### src/rtl/mbrtu_pkg.sv
`default_nettype none
package mbrtu_pkg;

	localparam int MAX_REGS = 123;
	localparam int QDEPTH   = 4;
	localparam int QPTR_W   = $clog2(QDEPTH);

	localparam logic [7:0]  FN_READ   = 8'h03;
	localparam logic [7:0]  FN_WRITE  = 8'h10;
	localparam logic [15:0] CRC_INIT  = 16'hFFFF;
	localparam logic [15:0] CRC_POLY  = 16'hA001;

	// Input opcodes.
	localparam logic [1:0] OP_START_RD = 2'd0;
	localparam logic [1:0] OP_START_WR = 2'd1;
	localparam logic [1:0] OP_DATA     = 2'd2;
	localparam logic [1:0] OP_RX       = 2'd3;

	// Result kinds.
	localparam logic [1:0] KIND_TX     = 2'd0;
	localparam logic [1:0] KIND_WORD   = 2'd1;
	localparam logic [1:0] KIND_STATUS = 2'd2;

	// Status codes.
	localparam logic [2:0] ST_OK    = 3'd0;
	localparam logic [2:0] ST_ID    = 3'd1;
	localparam logic [2:0] ST_FUNC  = 3'd2;
	localparam logic [2:0] ST_BCNT  = 3'd3;
	localparam logic [2:0] ST_ADDR  = 3'd4;
	localparam logic [2:0] ST_QTY   = 3'd5;
	localparam logic [2:0] ST_CRC   = 3'd6;

	// Transaction phases.
	localparam logic [1:0] PH_IDLE = 2'd0;
	localparam logic [1:0] PH_SEND = 2'd1;
	localparam logic [1:0] PH_RECV = 2'd2;

	typedef enum logic [2:0] {
		CMD_HDR_RD,
		CMD_HDR_WR,
		CMD_DATA,
		CMD_DATA_LAST,
		CMD_WORD,
		CMD_STATUS
	} cmd_op_t;

	typedef struct packed {
		cmd_op_t     op;
		logic [7:0]  slave;
		logic [15:0] addr;
		logic [6:0]  cnt;
		logic [15:0] word;
		logic [6:0]  index;
		logic [2:0]  status;
	} cmd_t;

	// One byte of the reflected CRC-16, eight shift steps.
	function automatic logic [15:0] crc_byte(input logic [15:0] crc_in, input logic [7:0] b);
		logic [15:0] c;
		c = crc_in ^ {8'h00, b};
		for (int k = 0; k < 8; k++) begin
			if (c[0]) begin
				c = (c >> 1) ^ CRC_POLY;
			end else begin
				c = c >> 1;
			end
		end
		return c;
	endfunction

endpackage
`default_nettype wire

### src/rtl/mbrtu_if.sv
`default_nettype none
interface mbrtu_req_if;
	logic        valid;
	logic        ready;
	logic [1:0]  opcode;
	logic [7:0]  slave_id;
	logic [15:0] start_address;
	logic [6:0]  register_count;
	logic [15:0] data_word;
	logic [7:0]  rx_byte;
	modport source (output valid, opcode, slave_id, start_address, register_count,
		data_word, rx_byte, input ready);
	modport sink (input valid, opcode, slave_id, start_address, register_count,
		data_word, rx_byte, output ready);
endinterface

interface mbrtu_rsp_if;
	logic        valid;
	logic        ready;
	logic [1:0]  kind;
	logic [7:0]  tx_byte;
	logic        frame_end;
	logic [15:0] read_word;
	logic [6:0]  word_index;
	logic [2:0]  status;
	logic        run_last;
	modport source (output valid, kind, tx_byte, frame_end, read_word, word_index,
		status, run_last, input ready);
	modport sink (input valid, kind, tx_byte, frame_end, read_word, word_index,
		status, run_last, output ready);
endinterface
`default_nettype wire

### src/rtl/mbrtu_front.sv
`default_nettype none
module mbrtu_front (
	input  wire logic          clk,
	input  wire logic          arst_n,
	mbrtu_req_if.sink          req,
	input  wire logic          q_full,
	output mbrtu_pkg::cmd_t    q_cmd,
	output logic               q_push
);
	import mbrtu_pkg::*;

	logic [1:0]  phase_q;
	logic        is_write_q;
	logic [7:0]  held_slave_q;
	logic [15:0] held_address_q;
	logic [6:0]  held_count_q;
	logic [6:0]  words_done_q;
	logic [15:0] rx_crc_q;
	logic [7:0]  rx_pos_q;
	logic [2:0]  first_error_q;
	logic [7:0]  pending_q;

	logic [1:0]  phase_d;
	logic        is_write_d;
	logic [7:0]  held_slave_d;
	logic [15:0] held_address_d;
	logic [6:0]  held_count_d;
	logic [6:0]  words_done_d;
	logic [15:0] rx_crc_d;
	logic [7:0]  rx_pos_d;
	logic [2:0]  first_error_d;
	logic [7:0]  pending_d;

	logic        accept;
	logic        cmd_vld;
	logic [6:0]  cnt_sat;
	logic [6:0]  wd_inc;
	logic [7:0]  rx_len;
	logic [7:0]  pos_m4;
	logic [2:0]  err;
	logic [15:0] pair;

	assign req.ready = !q_full;
	assign accept    = req.valid && req.ready;
	assign q_push    = accept && cmd_vld;

	always_comb begin
		if (req.register_count == 7'd0) begin
			cnt_sat = 7'd1;
		end else if (req.register_count > 7'(MAX_REGS)) begin
			cnt_sat = 7'(MAX_REGS);
		end else begin
			cnt_sat = req.register_count;
		end
	end

	assign wd_inc = words_done_q + 7'd1;
	assign rx_len = is_write_q ? 8'd8 : ({1'b0, held_count_q} << 1) + 8'd5;
	assign pos_m4 = rx_pos_q - 8'd4;
	assign pair   = {pending_q, req.rx_byte};

	always_comb begin
		phase_d        = phase_q;
		is_write_d     = is_write_q;
		held_slave_d   = held_slave_q;
		held_address_d = held_address_q;
		held_count_d   = held_count_q;
		words_done_d   = words_done_q;
		rx_crc_d       = rx_crc_q;
		rx_pos_d       = rx_pos_q;
		first_error_d  = first_error_q;
		pending_d      = pending_q;
		err            = ST_OK;
		cmd_vld        = 1'b0;
		q_cmd          = '0;
		q_cmd.slave    = req.slave_id;
		q_cmd.addr     = req.start_address;
		q_cmd.cnt      = cnt_sat;
		q_cmd.word     = req.data_word;
		case (req.opcode)
			OP_START_RD, OP_START_WR: begin
				cmd_vld        = 1'b1;
				held_slave_d   = req.slave_id;
				held_address_d = req.start_address;
				held_count_d   = cnt_sat;
				words_done_d   = 7'd0;
				is_write_d     = (req.opcode == OP_START_WR);
				if (req.opcode == OP_START_WR) begin
					q_cmd.op = CMD_HDR_WR;
					phase_d  = PH_SEND;
				end else begin
					q_cmd.op      = CMD_HDR_RD;
					phase_d       = PH_RECV;
					rx_crc_d      = CRC_INIT;
					rx_pos_d      = 8'd0;
					first_error_d = ST_OK;
					pending_d     = 8'd0;
				end
			end
			OP_DATA: begin
				if (phase_q == PH_SEND) begin
					cmd_vld      = 1'b1;
					words_done_d = wd_inc;
					if (wd_inc >= held_count_q) begin
						q_cmd.op      = CMD_DATA_LAST;
						phase_d       = PH_RECV;
						rx_crc_d      = CRC_INIT;
						rx_pos_d      = 8'd0;
						first_error_d = ST_OK;
						pending_d     = 8'd0;
					end else begin
						q_cmd.op = CMD_DATA;
					end
				end
			end
			default: begin
				if (phase_q == PH_RECV) begin
					if (rx_pos_q < rx_len - 8'd2) begin
						rx_crc_d = crc_byte(rx_crc_q, req.rx_byte);
					end
					if (rx_pos_q == rx_len - 8'd1) begin
						if ({req.rx_byte, pending_q} != rx_crc_q) begin
							err = ST_CRC;
						end
					end else if (rx_pos_q == rx_len - 8'd2) begin
						pending_d = req.rx_byte;
					end else if (rx_pos_q == 8'd0) begin
						if (req.rx_byte != held_slave_q) begin
							err = ST_ID;
						end
					end else if (rx_pos_q == 8'd1) begin
						if (req.rx_byte != (is_write_q ? FN_WRITE : FN_READ)) begin
							err = ST_FUNC;
						end
					end else if (is_write_q) begin
						if (rx_pos_q == 8'd2 || rx_pos_q == 8'd4) begin
							pending_d = req.rx_byte;
						end else if (rx_pos_q == 8'd3) begin
							if (pair != held_address_q) begin
								err = ST_ADDR;
							end
						end else if (pair != {9'd0, held_count_q}) begin
							err = ST_QTY;
						end
					end else begin
						if (rx_pos_q == 8'd2) begin
							if (req.rx_byte != {held_count_q, 1'b0}) begin
								err = ST_BCNT;
							end
						end else if (rx_pos_q[0]) begin
							// Odd offsets past the byte count hold the high byte.
							pending_d = req.rx_byte;
						end else begin
							cmd_vld     = 1'b1;
							q_cmd.op    = CMD_WORD;
							q_cmd.word  = pair;
							q_cmd.index = pos_m4[7:1];
						end
					end
					if (err != ST_OK && first_error_q == ST_OK) begin
						first_error_d = err;
					end
					rx_pos_d = rx_pos_q + 8'd1;
					if (rx_pos_q == rx_len - 8'd1) begin
						cmd_vld      = 1'b1;
						q_cmd.op     = CMD_STATUS;
						q_cmd.status = first_error_d;
						phase_d      = PH_IDLE;
					end
				end
			end
		endcase
	end

	always_ff @(posedge clk or negedge arst_n) begin
		if (!arst_n) begin
			phase_q        <= PH_IDLE;
			is_write_q     <= 1'b0;
			held_slave_q   <= '0;
			held_address_q <= '0;
			held_count_q   <= '0;
			words_done_q   <= '0;
			rx_crc_q       <= CRC_INIT;
			rx_pos_q       <= '0;
			first_error_q  <= ST_OK;
			pending_q      <= '0;
		end else if (accept) begin
			phase_q        <= phase_d;
			is_write_q     <= is_write_d;
			held_slave_q   <= held_slave_d;
			held_address_q <= held_address_d;
			held_count_q   <= held_count_d;
			words_done_q   <= words_done_d;
			rx_crc_q       <= rx_crc_d;
			rx_pos_q       <= rx_pos_d;
			first_error_q  <= first_error_d;
			pending_q      <= pending_d;
		end
	end

	a_no_push_full: assert property (@(posedge clk) disable iff (!arst_n)
		q_push |-> !q_full) else $error("push into full queue");
	a_phase_legal: assert property (@(posedge clk) disable iff (!arst_n)
		phase_q != 2'd3) else $error("unused phase reached");
	a_count_range: assert property (@(posedge clk) disable iff (!arst_n)
		(phase_q != PH_IDLE) |-> (held_count_q != 7'd0 && held_count_q <= 7'(MAX_REGS)))
		else $error("held count out of range");

endmodule
`default_nettype wire

### src/rtl/mbrtu_queue.sv
`default_nettype none
module mbrtu_queue (
	input  wire logic          clk,
	input  wire logic          arst_n,
	input  wire logic          push,
	input  mbrtu_pkg::cmd_t    push_cmd,
	output logic               full,
	input  wire logic          pop,
	output logic               head_vld,
	output mbrtu_pkg::cmd_t    head_cmd
);
	import mbrtu_pkg::*;

	cmd_t              mem_q [QDEPTH];
	logic [QPTR_W-1:0] wr_ptr_q;
	logic [QPTR_W-1:0] rd_ptr_q;
	logic [QPTR_W:0]   count_q;

	assign full     = (count_q == (QPTR_W+1)'(QDEPTH));
	assign head_vld = (count_q != '0);
	assign head_cmd = mem_q[rd_ptr_q];

	always_ff @(posedge clk) begin
		if (push) begin
			mem_q[wr_ptr_q] <= push_cmd;
		end
	end

	always_ff @(posedge clk or negedge arst_n) begin
		if (!arst_n) begin
			wr_ptr_q <= '0;
			rd_ptr_q <= '0;
			count_q  <= '0;
		end else begin
			if (push) begin
				wr_ptr_q <= wr_ptr_q + 1'b1;
			end
			if (pop) begin
				rd_ptr_q <= rd_ptr_q + 1'b1;
			end
			count_q <= count_q + (QPTR_W+1)'(push) - (QPTR_W+1)'(pop);
		end
	end

	a_no_underflow: assert property (@(posedge clk) disable iff (!arst_n)
		pop |-> head_vld) else $error("pop from empty queue");
	a_count_bound: assert property (@(posedge clk) disable iff (!arst_n)
		count_q <= (QPTR_W+1)'(QDEPTH)) else $error("queue count overflow");
	a_ptr_track: assert property (@(posedge clk) disable iff (!arst_n)
		(count_q == '0) |-> (wr_ptr_q == rd_ptr_q)) else $error("pointers disagree");

endmodule
`default_nettype wire

### src/rtl/mbrtu_back.sv
`default_nettype none
module mbrtu_back (
	input  wire logic          clk,
	input  wire logic          arst_n,
	input  wire logic          head_vld,
	input  mbrtu_pkg::cmd_t    head_cmd,
	output logic               pop,
	mbrtu_rsp_if.source        rsp
);
	import mbrtu_pkg::*;

	logic [2:0]  idx_q;
	logic [15:0] tx_crc_q;
	logic        out_vld_q;
	logic [1:0]  kind_q;
	logic [7:0]  tx_byte_q;
	logic        frame_end_q;
	logic [15:0] read_word_q;
	logic [6:0]  word_index_q;
	logic [2:0]  status_q;
	logic        run_last_q;

	logic        load;
	logic        last_beat;
	logic        crc_upd;
	logic [15:0] crc_base;
	logic [1:0]  kind_d;
	logic [7:0]  byte_d;
	logic        fe_d;

	assign load = head_vld && (!out_vld_q || rsp.ready);
	assign pop  = load && last_beat;

	always_comb begin
		last_beat = 1'b0;
		crc_upd   = 1'b0;
		kind_d    = KIND_TX;
		byte_d    = 8'h00;
		fe_d      = 1'b0;
		crc_base  = (idx_q == 3'd0) ? CRC_INIT : tx_crc_q;
		case (head_cmd.op)
			CMD_HDR_RD, CMD_HDR_WR: begin
				crc_upd = 1'b1;
				case (idx_q)
					3'd0: byte_d = head_cmd.slave;
					3'd1: byte_d = (head_cmd.op == CMD_HDR_WR) ? FN_WRITE : FN_READ;
					3'd2: byte_d = head_cmd.addr[15:8];
					3'd3: byte_d = head_cmd.addr[7:0];
					3'd4: byte_d = 8'h00;
					3'd5: byte_d = {1'b0, head_cmd.cnt};
					3'd6: begin
						if (head_cmd.op == CMD_HDR_WR) begin
							byte_d    = {head_cmd.cnt, 1'b0};
							last_beat = 1'b1;
						end else begin
							byte_d  = tx_crc_q[7:0];
							crc_upd = 1'b0;
						end
					end
					default: begin
						byte_d    = tx_crc_q[15:8];
						crc_upd   = 1'b0;
						fe_d      = 1'b1;
						last_beat = 1'b1;
					end
				endcase
			end
			CMD_DATA, CMD_DATA_LAST: begin
				crc_base = tx_crc_q;
				case (idx_q)
					3'd0: begin
						byte_d  = head_cmd.word[15:8];
						crc_upd = 1'b1;
					end
					3'd1: begin
						byte_d    = head_cmd.word[7:0];
						crc_upd   = 1'b1;
						last_beat = (head_cmd.op == CMD_DATA);
					end
					3'd2: byte_d = tx_crc_q[7:0];
					default: begin
						byte_d    = tx_crc_q[15:8];
						fe_d      = 1'b1;
						last_beat = 1'b1;
					end
				endcase
			end
			CMD_WORD: begin
				kind_d    = KIND_WORD;
				last_beat = 1'b1;
			end
			default: begin
				kind_d    = KIND_STATUS;
				last_beat = 1'b1;
			end
		endcase
	end

	always_ff @(posedge clk or negedge arst_n) begin
		if (!arst_n) begin
			idx_q     <= '0;
			tx_crc_q  <= CRC_INIT;
			out_vld_q <= 1'b0;
		end else begin
			if (load) begin
				idx_q     <= last_beat ? 3'd0 : idx_q + 3'd1;
				out_vld_q <= 1'b1;
				if (crc_upd) begin
					tx_crc_q <= crc_byte(crc_base, byte_d);
				end
			end else if (rsp.ready) begin
				out_vld_q <= 1'b0;
			end
		end
	end

	always_ff @(posedge clk) begin
		if (load) begin
			kind_q       <= kind_d;
			tx_byte_q    <= byte_d;
			frame_end_q  <= fe_d;
			read_word_q  <= (kind_d == KIND_WORD) ? head_cmd.word : 16'h0000;
			word_index_q <= (kind_d == KIND_WORD) ? head_cmd.index : 7'd0;
			status_q     <= (kind_d == KIND_STATUS) ? head_cmd.status : ST_OK;
			run_last_q   <= last_beat;
		end
	end

	assign rsp.valid      = out_vld_q;
	assign rsp.kind       = kind_q;
	assign rsp.tx_byte    = tx_byte_q;
	assign rsp.frame_end  = frame_end_q;
	assign rsp.read_word  = read_word_q;
	assign rsp.word_index = word_index_q;
	assign rsp.status     = status_q;
	assign rsp.run_last   = run_last_q;

	a_status_last: assert property (@(posedge clk) disable iff (!arst_n)
		(out_vld_q && kind_q == KIND_STATUS) |-> run_last_q)
		else $error("status beat not last");
	a_fe_is_tx: assert property (@(posedge clk) disable iff (!arst_n)
		(out_vld_q && frame_end_q) |-> (kind_q == KIND_TX && run_last_q))
		else $error("frame end on wrong beat");
	a_idx_range: assert property (@(posedge clk) disable iff (!arst_n)
		(head_vld && (head_cmd.op == CMD_DATA || head_cmd.op == CMD_DATA_LAST)) |-> idx_q < 3'd4)
		else $error("data beat counter out of range");

endmodule
`default_nettype wire

### src/rtl/modbus_rtu_master_frame_engine_unit.sv
`default_nettype none
// Modbus RTU master frame engine (read and write holding registers).
// Input channel req carries one beat per command: start read, start write,
// write data word, or one byte received from the slave. Output channel rsp
// carries result beats: frame bytes to transmit, read register words and one
// transaction status when the expected reply length has been received.
// run_last marks the final result beat caused by an input beat.
// A front stage decodes each input beat combinationally, tracks the
// transaction and checks reply bytes (slave id, function, byte count or
// echoed address and quantity, CRC). It pushes at most one command per input
// beat into a four-entry queue. The back stage expands each command into
// result beats, one beat per cycle while rsp is ready, computing the request
// CRC byte by byte as it emits frame bytes. A read request yields 8 frame
// bytes, a write header 7, a data word 2 or 4, a reply byte at most one
// result beat; inputs are taken every cycle while the queue has room. A
// stalled rsp holds its beat; the queue absorbs up to four commands before
// req.ready falls. Reset clears the control state to idle.
module modbus_rtu_master_frame_engine_unit (
	input  wire logic   clk,
	input  wire logic   arst_n,
	mbrtu_req_if.sink   req,
	mbrtu_rsp_if.source rsp
);
	import mbrtu_pkg::*;

	cmd_t push_cmd;
	cmd_t head_cmd;
	logic push;
	logic full;
	logic pop;
	logic head_vld;

	mbrtu_front u_front (
		.clk    (clk),
		.arst_n (arst_n),
		.req    (req),
		.q_full (full),
		.q_cmd  (push_cmd),
		.q_push (push)
	);

	mbrtu_queue u_queue (
		.clk      (clk),
		.arst_n   (arst_n),
		.push     (push),
		.push_cmd (push_cmd),
		.full     (full),
		.pop      (pop),
		.head_vld (head_vld),
		.head_cmd (head_cmd)
	);

	mbrtu_back u_back (
		.clk      (clk),
		.arst_n   (arst_n),
		.head_vld (head_vld),
		.head_cmd (head_cmd),
		.pop      (pop),
		.rsp      (rsp)
	);

endmodule
`default_nettype wire

### src/flat_wrapper.sv
// flat-port wrapper written by rule: the top's interface ports become plain ports
module modbus_rtu_master_frame_engine_unit_flat import mbrtu_pkg::*;
  (clk, arst_n, req_valid, req_opcode, req_slave_id, req_start_address, req_register_count, req_data_word, req_rx_byte, req_ready, rsp_valid, rsp_kind, rsp_tx_byte, rsp_frame_end, rsp_read_word, rsp_word_index, rsp_status, rsp_run_last, rsp_ready);
  mbrtu_req_if req_i ();
  mbrtu_rsp_if rsp_i ();
  input  wire logic clk;
  input  wire logic arst_n;
  input wire logic [$bits(req_i.valid)-1:0] req_valid;
  input wire logic [$bits(req_i.opcode)-1:0] req_opcode;
  input wire logic [$bits(req_i.slave_id)-1:0] req_slave_id;
  input wire logic [$bits(req_i.start_address)-1:0] req_start_address;
  input wire logic [$bits(req_i.register_count)-1:0] req_register_count;
  input wire logic [$bits(req_i.data_word)-1:0] req_data_word;
  input wire logic [$bits(req_i.rx_byte)-1:0] req_rx_byte;
  output wire logic [$bits(req_i.ready)-1:0] req_ready;
  output wire logic [$bits(rsp_i.valid)-1:0] rsp_valid;
  output wire logic [$bits(rsp_i.kind)-1:0] rsp_kind;
  output wire logic [$bits(rsp_i.tx_byte)-1:0] rsp_tx_byte;
  output wire logic [$bits(rsp_i.frame_end)-1:0] rsp_frame_end;
  output wire logic [$bits(rsp_i.read_word)-1:0] rsp_read_word;
  output wire logic [$bits(rsp_i.word_index)-1:0] rsp_word_index;
  output wire logic [$bits(rsp_i.status)-1:0] rsp_status;
  output wire logic [$bits(rsp_i.run_last)-1:0] rsp_run_last;
  input wire logic [$bits(rsp_i.ready)-1:0] rsp_ready;
  assign req_i.valid = req_valid;
  assign req_i.opcode = req_opcode;
  assign req_i.slave_id = req_slave_id;
  assign req_i.start_address = req_start_address;
  assign req_i.register_count = req_register_count;
  assign req_i.data_word = req_data_word;
  assign req_i.rx_byte = req_rx_byte;
  assign req_ready = req_i.ready;
  assign rsp_valid = rsp_i.valid;
  assign rsp_kind = rsp_i.kind;
  assign rsp_tx_byte = rsp_i.tx_byte;
  assign rsp_frame_end = rsp_i.frame_end;
  assign rsp_read_word = rsp_i.read_word;
  assign rsp_word_index = rsp_i.word_index;
  assign rsp_status = rsp_i.status;
  assign rsp_run_last = rsp_i.run_last;
  assign rsp_i.ready = rsp_ready;
  modbus_rtu_master_frame_engine_unit u_core (.clk(clk), .arst_n(arst_n), .req(req_i), .rsp(rsp_i));
endmodule
### config.mk
export PLATFORM = sky130hd
export DESIGN_NAME = modbus_rtu_master_frame_engine_unit_flat
export DESIGN_NICKNAME = d
export VERILOG_FILES = /design/src/rtl/mbrtu_pkg.sv /design/src/rtl/mbrtu_if.sv /design/src/rtl/mbrtu_front.sv /design/src/rtl/mbrtu_queue.sv /design/src/rtl/mbrtu_back.sv /design/src/rtl/modbus_rtu_master_frame_engine_unit.sv /design/src/flat_wrapper.sv
export SDC_FILE = /design/constraint.sdc
export NUM_CORES = 1
export LEC_CHECK = 0
export BUFFER_PORTS_ARGS = -buffer_cell sky130_fd_sc_hd__buf_2
export CAP_MARGIN = 25
export CORE_MARGIN = 2
export CORE_UTILIZATION = 51
export DETAILED_ROUTE_END_ITERATION = 10
export HOLD_SLACK_MARGIN = 0.08
export PLACE_DENSITY = 0.77
export SKIP_CTS_REPAIR_TIMING = 1
export SYNTH_ARGS = -nofsm -noshare
export SYNTH_HDL_FRONTEND = slang
export SYNTH_HIERARCHICAL = 1
export SYNTH_SLANG_ARGS = --single-unit
export TNS_END_PERCENT = 50
### constraint.sdc
create_clock -name clk -period 6.06 [get_ports clk]
set_input_delay 0.606 -clock clk [delete_from_list [all_inputs] [get_ports clk]]
set_output_delay 0.606 -clock clk [all_outputs]
set_load 0.05 [all_outputs]
==> metrics, run 1 <==
top-level I/O count 101; launch point of the worst reg-to-reg path u_core/u_front/is_write_q; clock tree from TritonCTS done; unrepaired setup endpoints after global routing no; Avg Cell Area, Syn 14.3 um^2; Total Nets Final 1,458; Final Routed Wirelength 43.6 mm; number of distinct standard cells referenced by the synthesized netlist 89; Comb power frac 41.0%; Tot GR Track Use 23.7%; startpoint-to-endpoint class of the critical path reg -> reg; min cycle time layout 5.04 ns; proportion of synthesized flip-flops having asynchronous set or reset 27.0%; Design Power 0.0112 W; register bit total from synthesis 381; P per Cell Area 546 nW/um^2; Congestion Overflow GR 0; static leakage power 7.56 nW; number of global-route vias before repair 11,400; standard cell core area 35,600 um^2; outcome completed; DIE AREA 37,600 um^2; worst reg2reg setup slack 1.02 ns; Register-to-Register Path Depth 15; relative area change from synthesis to final layout 11.4%; htree depth 2; first-iteration detailed-routing DRC count 1,137; number of antenna violations at the first check in global routing 1; maximum number of pins on one net before global-route repair 60; Clock Power Share 23.2%; Final Cycle Share 83.2%; endpoint of the lowest-slack register-to-register path u_core/u_queue/mem_q[2][43]; worst-case headroom to the max-slew limit 30.6%; net load switching power 0.00413 W; Peak Freq 0.198 GHz; detailed-routing iteration count for the pre-antenna-repair pass 10; number of remaining DRC errors 0; drt wl/cell 23.5 um; sequential group share of total power 35.8%; PortBufs 100; sort of element at the end of the critical path register; Hold Crit Class in -> async; insertion delay to the later sink of the worst-skew pair 0.56 ns; first-pass GRT wire length 68.1 mm; max-capacitance violation count 0; Clock Sinks 381; standard-cell rows 69; post-synth top area share 45.4%; arrival time of the worst setup path 5.26 ns; max-slew violation count 0; Peak supply drop 0.852 mV; routability-driven placement congestion ratio 0.927; Die X 194 um; routed via count 11,200; sw frac 36.9%; number of fillers in the final layout 2,734; Vias per Instance 6.05; combined area of all synthesized cells 18,400 um^2; worst hold slack across all endpoints 0.165 ns; Max Buffers Root-to-Sink 3; vertical die dimension 194 um; Int Pwr 0.00705 W; antenna violation net count after detailed routing 0; Initial Util 51.7%; Detail Placement HPWL 29.5 mm; proportion of synthesized chip area in sequential cells 59.6%; count of mapped cells out of synthesis 1,288; number of warnings issued by yosys 6; Worst-path clk slew 0.06 ns; dpl ws 1.14 ns; setup TNS 0 ns; flip-flop cell with the highest count after synthesis edfxtp_1; total count of hold-check failures in the final report 0; synth top area cells edfxtp_1, dfrtp_1, mux4_2; net count after synthesis 1,387; required time at the worst-slack endpoint 6.29 ns; CP max FO 27; worst-case clock skew 0.0210 ns; EDFF count, synth 278; slack of the critical path 1.02 ns; kind of start point of the critical path register; fraction of layout instances using a drive strength above 1 24.7%; slew at the pin with the worst max-slew slack 1.04 ns; Finish-stage setup viols 0; CTS Buf Count 40; cell type with the highest aggregate area in the netlist edfxtp_1; clock root buffer clkbuf_16
how the worst max path moves through the flow:
stage	startpoint	to	slack, ns	cells past startpoint
2_1_floorplan	u_core/u_front/is_write_q	u_core/u_queue/mem_q[0][0]	1.21	16
3_3_place_gp	u_core/u_front/is_write_q	u_core/u_queue/mem_q[2][13]	1.28	15
3_5_place_dp	u_core/u_front/is_write_q	u_core/u_queue/mem_q[2][13]	1.14	15
4_1_cts	u_core/u_front/is_write_q	u_core/u_queue/mem_q[2][16]	1.11	15
5_1_grt	u_core/u_front/is_write_q	u_core/u_queue/mem_q[2][6]	0.52	15
6_report	u_core/u_front/is_write_q	u_core/u_queue/mem_q[2][43]	1.02	15
layout make-up:
cell class / count / area (um^2) / area share, %
clock buffer: 49 / 1110 / 5.41
sequential: 381 / 11000 / 53.6
clock inverter: 25 / 303 / 1.48
antenna: 1 / 2.50 / 0.0122
timing repair buffer: 122 / 722 / 3.52
multi-input combinational: 773 / 6650 / 32.5
inverter: 41 / 154 / 0.751
tap: 461 / 577 / 2.82
layout by cell type, fill, tap and decap left out, types with 15 or more instances in the layout:
cell         n
nand4_1     15
dfstp_2     32
clkbuf_16   42
nand3_1     18
inv_1       38
a32o_1      16
nor2_1      66
buf_2       99
buf_4       18
xor2_1      36
dfrtp_1     69
mux4_2      58
xnor2_1     87
mux2_2      38
and2_1      33
nand2_1     75
o21ai_0     45
ha_1        37
a21oi_1     26
edfxtp_1   278
logic make-up after synthesis:
logic type / after synthesis / share of synthesized area (%)
buf+inv: 134 / 4.30
xor+xnor: 127 / 6.32
compound gates: 186 / 7.26
fa+ha+maj: 38 / 2.63
flops: 381 / 59.6
simple gates: 295 / 8.43
mux: 127 / 11.4
state kept, by name, indices dropped and copies added, names as in the netlist, 7 cells and up:
| name | count |
|---|---|
| u_core/u_front/rx_pos_q | 8 |
| u_core/u_front/words_done_q | 7 |
| u_core/u_front/held_count_q | 7 |
| u_core/u_back/rsp.word_index | 7 |
| u_core/u_back/rsp.tx_byte | 8 |
| u_core/u_front/pending_q | 8 |
| u_core/u_back/rsp.read_word | 16 |
| u_core/u_back/tx_crc_q | 16 |
| u_core/u_front/held_address_q | 16 |
| u_core/u_front/rx_crc_q | 16 |
| u_core/u_queue/mem_q | 240 |
| u_core/u_front/held_slave_q | 8 |
power by group through the flow:
| stage | Clock (W) | Sequential [W] | Combinational (W) |
|---|---|---|---|
| floorplan | 0 | 0.00422 | 0.00343 |
| global placement | 0 | 0.00402 | 0.00447 |
| detailed placement | 0 | 0.00405 | 0.00455 |
| CTS | 0.00263 | 0.00401 | 0.00457 |
| global route | 0.00274 | 0.00408 | 0.00497 |
| finish | 0.00259 | 0.00401 | 0.00458 |
cells in the mapped netlist (all sizes together) (3+ instances only):
library cell  number
a22oi              8
xnor3              3
a222oi             8
nor4bb             3
dfrtp             71
o211ai            12
nor2              68
a211o              3
xnor2             87
mux4              60
a211oi             5
or4                5
a221oi             4
and2              38
mux2i             14
a21oi             27
nand2b            10
nor2b             11
dfstp             32
and3               9
mux2              53
clkbuf            36
buf               56
nand4             15
o21ai             55
nand2             75
a32oi              4
xor2              37
or3                6
nor3b              4
o22ai              7
a2111oi            3
nand3             18
nor4              14
a32o              16
a21o               6
nor3              12
edfxtp           278
ha                37
a31oi              6
inv               40
routing by layer:
layer | share of wire [%] | vias to the layer above | GRT usage (%)
met5 | 0 | - | 0
met4 | 4.4 | 0 | 9.85
met3 | 7.5 | 115 | 4.87
met2 | 48 | 494 | 38.5
met1 | 40 | 5645 | 31.3
li1 | - | 4964 | -
metrics by stage:
stage / area, um^2 / instances / utilization (%)
global route: 20500 / 1853 / 57.6
finish: 20500 / 1853 / 57.6
detailed placement: 19100 / 1777 / 53.6
global placement: 19000 / 1776 / 53.5
floorplan: 18400 / 1288 / -
CTS: 20500 / 1851 / 57.5
critical path, stage by stage, from the launching register on:
cell and delay, ns:
dfrtp_1 0.84, inv_1 0.30, nand2_1 0.16, ha_1 0.22, nand3_1 0.12, nor2_1 0.12, nand2_1 0.07, xnor2_1 0.15
ha_1 0.30, nand4_1 0.12, nor2_1 0.12, nor4bb_1 0.34, nand2_1 0.12, a31oi_1 0.55, and2_2 0.75, buf_4 0.39
No activity file was read; power rests on OpenSTA's default activity.
==> inputs of run 2 (changes only) <==
--- a/config.mk
+++ b/config.mk
@@ -11,7 +11,7 @@
 export CORE_UTILIZATION = 51
 export DETAILED_ROUTE_END_ITERATION = 10
 export HOLD_SLACK_MARGIN = 0.08
-export PLACE_DENSITY = 0.77
+export PLACE_DENSITY = 0.8
 export SKIP_CTS_REPAIR_TIMING = 1
 export SYNTH_ARGS = -nofsm -noshare
 export SYNTH_HDL_FRONTEND = slang
==> constraint.sdc (replaced) <==
create_clock -name clk -period 4.5 [get_ports clk]
set_input_delay 0.45 -clock clk [delete_from_list [all_inputs] [get_ports clk]]
set_output_delay 0.45 -clock clk [all_outputs]
set_load 0.05 [all_outputs]
==> metrics, run 2 (synthesis gave the netlist of run 1 again) <==
clock root buffer clkbuf_16; maximum number of pins on one net before global-route repair 53 (-12%); Die X 194 um (unchanged); DIE AREA 37,600 um^2 (unchanged); Vias per Instance 6.08 (+0.50%); standard-cell rows 69 (unchanged); htree depth 2 (unchanged); clock tree from TritonCTS done; max-capacitance violation count 0 (unchanged); critical-path cell with the highest stage delay and2_2; Finished Layout Cells 1,860 (+0.38%); unrepaired setup endpoints after global routing no; detailed-routing iteration count for the pre-antenna-repair pass 6 (-4); CTS Buf Count 40 (unchanged); Detail Placement HPWL 30.3 mm (+2.6%); instance count after placement with tap cells included 1,784 (+0.39%); Peak Freq 0.241 GHz (+21%); top-level I/O count 101 (unchanged); flip-flop count of the largest register, all copies and words added 240 (unchanged); required time at the worst-slack endpoint 4.73 ns (-1.56 ns); Design Power 0.0148 W (+32%); Finish-stage setup viols 0 (unchanged); delay contributed by the slowest stage of the critical path 0.50 ns (-0.34 ns); worst-case headroom to the max-slew limit 30.1% (-0.49 points); fraction of layout instances using a drive strength above 1 24.4% (-0.25 points); number of antenna violations at the first check in global routing 4 (+3); largest register by flop count u_core/u_queue/mem_q; sort of element at the end of the critical path register; static leakage power 7.55 nW (-0.16%); antenna violation net count after detailed routing 0 (unchanged); total count of hold-check failures in the final report 0 (unchanged); Tot GR Track Use 23.6% (-0.13 points); P per Cell Area 724 nW/um^2 (+33%); Worst-path clk slew 0.06 ns (about the same); Final Routed Wirelength 44.0 mm (+0.96%); Peak supply drop 1.06 mV (+24%); cells along the critical path ha_1 -> nor3_1 -> nand2_1 -> nor3_1 -> xor2_1 -> ha_1 -> nand4_1 -> nor2_1 -> nor4bb_1 -> nand2_1 -> a31oi_1 -> buf_4 -> and2_2 -> buf_4; CP max FO 16 (-41%); max-slew violation count 0 (unchanged); number of remaining DRC errors 0 (unchanged); worst-case clock skew 0.0214 ns (+0.000377 ns); standard cell core area 35,600 um^2 (unchanged); Max Buffers Root-to-Sink 3 (unchanged); startpoint-to-endpoint class of the critical path reg -> reg; min cycle time layout 4.16 ns (-0.883 ns); drt wl/cell 23.7 um (+0.58%); PortBufs 100 (unchanged); post-layout instance area 20,500 um^2 (-0.12%); kind of start point of the critical path register; placed cell area 19,200 um^2 (+0.60%); vertical die dimension 194 um (unchanged); Clock Sinks 381 (unchanged); routed via count 11,300 (+0.88%); number of global-route vias before repair 11,100 (-3.3%); Initial Util 51.7% (unchanged); number of fillers in the final layout 2,702 (-1.2%); first-pass GRT wire length 67.9 mm (-0.30%); routability-driven placement congestion ratio 0.936 (+0.96%); Hold Crit Class in -> reg; most common cell after layout, fill and taps aside edfxtp_1; arrival time of the worst setup path 4.39 ns (-0.87 ns); relative area change from synthesis to final layout 11.3%; Congestion Overflow GR 0 (unchanged); Final Cycle Share 92.4% (+9.2 points); slew at the pin with the worst max-slew slack 1.05 ns (+0.00734 ns); first-iteration detailed-routing DRC count 1,138 (+0.088%); insertion delay to the later sink of the worst-skew pair 0.54 ns (-0.02 ns); Total Nets Final 1,466 (+0.55%); commonest cells after routing, fill and taps aside edfxtp_1, buf_2, xnor2_1, nand2_1, dfrtp_1; outcome completed
==> run 2: cell types whose count changed in the layout (fill, tap and decap cells not counted), sizes merged <==
cell / before / now
bufinv: 6 / 2
clkinvlp: 2 / 1
diode: 1 / 2
inv: 45 / 41
buf: 122 / 129
dlygate4sd3: 0 / 1
clkbuf: 49 / 56
==> run 2: cell type report <==
class                           count  area [um^2]  share of cell area (%)
Tap cell                          461          577                    2.82
Antenna cell                        2         5.00                  0.0245
Timing Repair Buffer              130          855                    4.18
Sequential cell                   381        11000                    53.6
Inverter                           41          154                   0.752
Multi-Input combinational cell    773         6650                    32.5
Clock buffer                       56         1110                    5.44
Clock inverter                     16          138                   0.673
==> run 2: critical path, delay by kind of cell, from the launching register on <==
| kind | cells | cell delay [ns] |
|---|---|---|
| AOI/OAI and AO/OA | 1 | 0.18 |
| xor gates and xnor gates | 1 | 0.20 |
| adders and majority gates | 2 | 0.64 |
| buffers and inverters | 2 | 0.48 |
| DFF | 1 | 0.49 |
| and+or+nand+nor | 8 | 1.82 |
==> run 2: power by group <==
part	internal [W]	switching, W	total (W)	leakage [nW]
clock	0.00184	0.00131	0.00316	0.610
combinational	0.00267	0.00369	0.00636	3.14
sequential	0.00476	0.000529	0.00529	3.80
total	0.00928	0.00553	0.0148	7.55
==> run 2: path summary, 6_finish.rpt <==
| path | start | endpoint | slack [ns] | cells past startpoint |
|---|---|---|---|---|
| min in group asynchronous | arst_n | u_core/u_queue/rd_ptr_q[1] | 0.49 | 2 |
| max in group asynchronous | arst_n | u_core/u_front/rx_crc_q[13] | 3.07 | 3 |
| setup reg to reg | u_core/u_front/held_count_q[1] | u_core/u_queue/mem_q[2][50] | 0.34 | 14 |
| hold / removal | req_start_address[0] | u_core/u_queue/mem_q[0][33] | 0.16 | 1 |
| setup / recovery | u_core/u_front/held_count_q[1] | u_core/u_queue/mem_q[2][50] | 0.34 | 14 |
| hold reg to reg | u_core/u_back/tx_crc_q[15] | u_core/u_back/tx_crc_q[15] | 0.48 | 2 |
==> run 2: stage by stage <==
stage                     TNS [ns]  util [%]  hold WS [ns]  setup WS (ns)
final                            0      57.5         0.158          0.344
after global routing             0      57.5         0.149         0.0970
after CTS                        0      57.4       -0.0525          0.398
after detailed placement         0      53.9         0.480          0.436
after global placement           0      53.8         0.455          0.529
after floorplan             -41.65         -         0.154         -0.347
==> run 2: layer usage <==
metal / track usage [%] / wire [um] / vias to the layer above
li1: - / - / 4994
met1: 32.4 / 18100 / 5716
met2: 38.9 / 21700 / 522
met3: 3.83 / 2910 / 85
met4: 7.18 / 1290 / 0
met5: 0 / 0 / -
==> inputs of run 3 (changes only) <==
--- a/config.mk
+++ b/config.mk
@@ -7,11 +7,14 @@
 export LEC_CHECK = 0
 export BUFFER_PORTS_ARGS = -buffer_cell sky130_fd_sc_hd__buf_2
 export CAP_MARGIN = 25
+export CELL_PAD_IN_SITES_DETAIL_PLACEMENT = 0
+export CELL_PAD_IN_SITES_GLOBAL_PLACEMENT = 1
 export CORE_MARGIN = 2
-export CORE_UTILIZATION = 51
+export CORE_UTILIZATION = 47
 export DETAILED_ROUTE_END_ITERATION = 10
 export HOLD_SLACK_MARGIN = 0.08
-export PLACE_DENSITY = 0.8
+export PLACE_DENSITY = 0.86
+export RECOVER_POWER = 50
 export SKIP_CTS_REPAIR_TIMING = 1
 export SYNTH_ARGS = -nofsm -noshare
 export SYNTH_HDL_FRONTEND = slang
==> metrics, run 3 (synthesis gave the netlist of run 1 again) <==
utilization after layout 52.9% (-4.6 points); detailed-routing iteration count for the pre-antenna-repair pass 7 (+1); fraction of layout instances using a drive strength above 1 18.9% (-5.5 points); Worst-path clk slew 0.06 ns (about the same); clock tree from TritonCTS done; worst-case headroom to the max-slew limit -45.8% (-76 points); CTS Buf Count 40 (unchanged); htree depth 2 (unchanged); max-slew violation count 146 (+146); Congestion Overflow GR 0 (unchanged); outcome complete, but fails checks; first-iteration detailed-routing DRC count 1,121 (-1.5%); Final Routed Wirelength 43.6 mm (-0.83%); failing checks capacitance limit, slew limit; Peak supply drop 0.409 mV (-61%); Design Power 0.0150 W (+1.1%); unrepaired setup endpoints after global routing no; flip-flop count of the largest register, all copies and words added 240 (unchanged); Die X 202 um (+4.1%); required time at the worst-slack endpoint 4.94 ns (+0.21 ns); slack of the critical path 0.348 ns (+0.00419 ns); routed via count 11,100 (-2.1%); number of remaining DRC errors 0 (unchanged); number of global-route vias before repair 11,000 (-0.10%); antenna violation net count after detailed routing 0 (unchanged); kind of start point of the critical path register; largest register by flop count u_core/u_queue/mem_q; top-level I/O count 101 (unchanged); Max Buffers Root-to-Sink 3 (unchanged); Initial Util 47.6% (-4.1 points); dpl ws 0.317 ns (-0.120 ns); max-capacitance violation count 4 (+4); number of antenna violations at the first check in global routing 3 (-1); clock root buffer clkbuf_16; relative area change from synthesis to final layout 11.2% (about the same); drt wl/cell 22.8 um (-3.8%); PortBufs 100 (unchanged); post-layout instance area 20,500 um^2 (about the same); Tot GR Track Use 21.6% (-2.0 points); Vias per Instance 5.78 (-5.0%); worst-case clock skew 0.0170 ns (-0.00441 ns); arrival time of the worst setup path 4.60 ns (+0.21 ns); maximum number of pins on one net before global-route repair 44 (-17%); Detail Placement HPWL 30.7 mm (+1.2%); CP max FO 16 (unchanged); standard cell core area 38,600 um^2 (+8.7%); total count of hold-check failures in the final report 0 (unchanged); first-pass GRT wire length 66.8 mm (-1.6%); Final Cycle Share 92.3% (-0.093 points); sort of element at the end of the critical path register; placed cell area 19,200 um^2 (about the same); insertion delay to the later sink of the worst-skew pair 0.55 ns (about the same); min cycle time layout 4.15 ns (-0.00419 ns); P per Cell Area 732 nW/um^2 (+1.1%); Finish-stage setup viols 0 (unchanged); standard-cell rows 72 (+4.3%); Total Nets Final 1,467 (+0.068%); slew at the pin with the worst max-slew slack 2.19 ns (+1.14 ns); DIE AREA 40,700 um^2 (+8.3%); Clock Sinks 381 (unchanged); Hold Crit Class in -> reg; static leakage power 7.34 nW (-2.8%); routability-driven placement congestion ratio 0.915 (-2.2%); diode count 0 (-2); commonest cells after routing, fill and taps aside edfxtp_1, xnor2_1, clkbuf_1, nand2_1, dfrtp_1; most common cell after layout, fill and taps aside edfxtp_1; Peak Freq 0.241 GHz (+0.10%); startpoint-to-endpoint class of the critical path reg -> reg; vertical die dimension 202 um (+4.1%); number of fillers in the final layout 3,160 (+17%)
-- run 3: worst paths after layout --
path / start / endpoint / slack (ns) / cells after the start
min: rsp_ready / u_core/u_back/rsp.valid / 0.20 / 3
max: u_core/u_queue/rd_ptr_q[0] / u_core/u_back/tx_crc_q[15] / 0.35 / 11
max in group asynchronous: arst_n / u_core/u_queue/rd_ptr_q[1] / 0.82 / 3
max reg2reg: u_core/u_queue/rd_ptr_q[0] / u_core/u_back/tx_crc_q[15] / 0.35 / 11
min reg2reg: u_core/u_back/tx_crc_q[15] / u_core/u_back/tx_crc_q[15] / 0.47 / 2
min in group asynchronous: arst_n / u_core/u_front/held_address_q[11] / 1.08 / 2
-- run 3: report_power, final --
part           switching [W]  internal [W]  total [W]
logic                0.00363       0.00259    0.00622
clock network        0.00133       0.00211    0.00344
registers           0.000550       0.00476    0.00531
total                0.00551       0.00946     0.0150
-- run 3: area by class of cell --
| cell class | count | area [um^2] | share of cell area [%] |
|---|---|---|---|
| clock buffer | 54 | 1090 | 5.35 |
| clock inverter | 19 | 270 | 1.32 |
| inverter | 41 | 154 | 0.752 |
| multi-input combinational | 773 | 6650 | 32.5 |
| sequential | 381 | 11000 | 53.6 |
| tap | 518 | 648 | 3.17 |
| timing repair buffer | 131 | 669 | 3.27 |
-- run 3: routing by layer --
layer / vias to the layer above / track usage (%) / routed length [um]
li1: 4992 / - / -
met4: 2 / 7.17 / 1120
met5: - / 0 / 13
met3: 69 / 3.22 / 2910
met1: 5579 / 29.8 / 18500
met2: 442 / 35.4 / 21100
-- run 3: critical path, stage by stage, from the launching register on --
cell and delay, ns:
dfrtp_1 0.85, mux4_1 0.66, buf_4 0.22, nor3b_4 0.48, mux2_4 0.36, a31oi_4 0.20
o211ai_4 0.12, xor2_2 0.18, xnor2_1 0.18, xnor3_2 0.50, xnor2_1 0.15, o21ai_1 0.12
-- run 3: per-stage QoR --
stage	hold WS (ns)	TNS, ns	cells
after detailed placement	0.462	0	1842
after floorplan	0.154	-41.65	1288
after global routing	0.214	0	1917
final	0.200	0	1917
after CTS	-0.122	0	1915
after global placement	0.452	0	1841
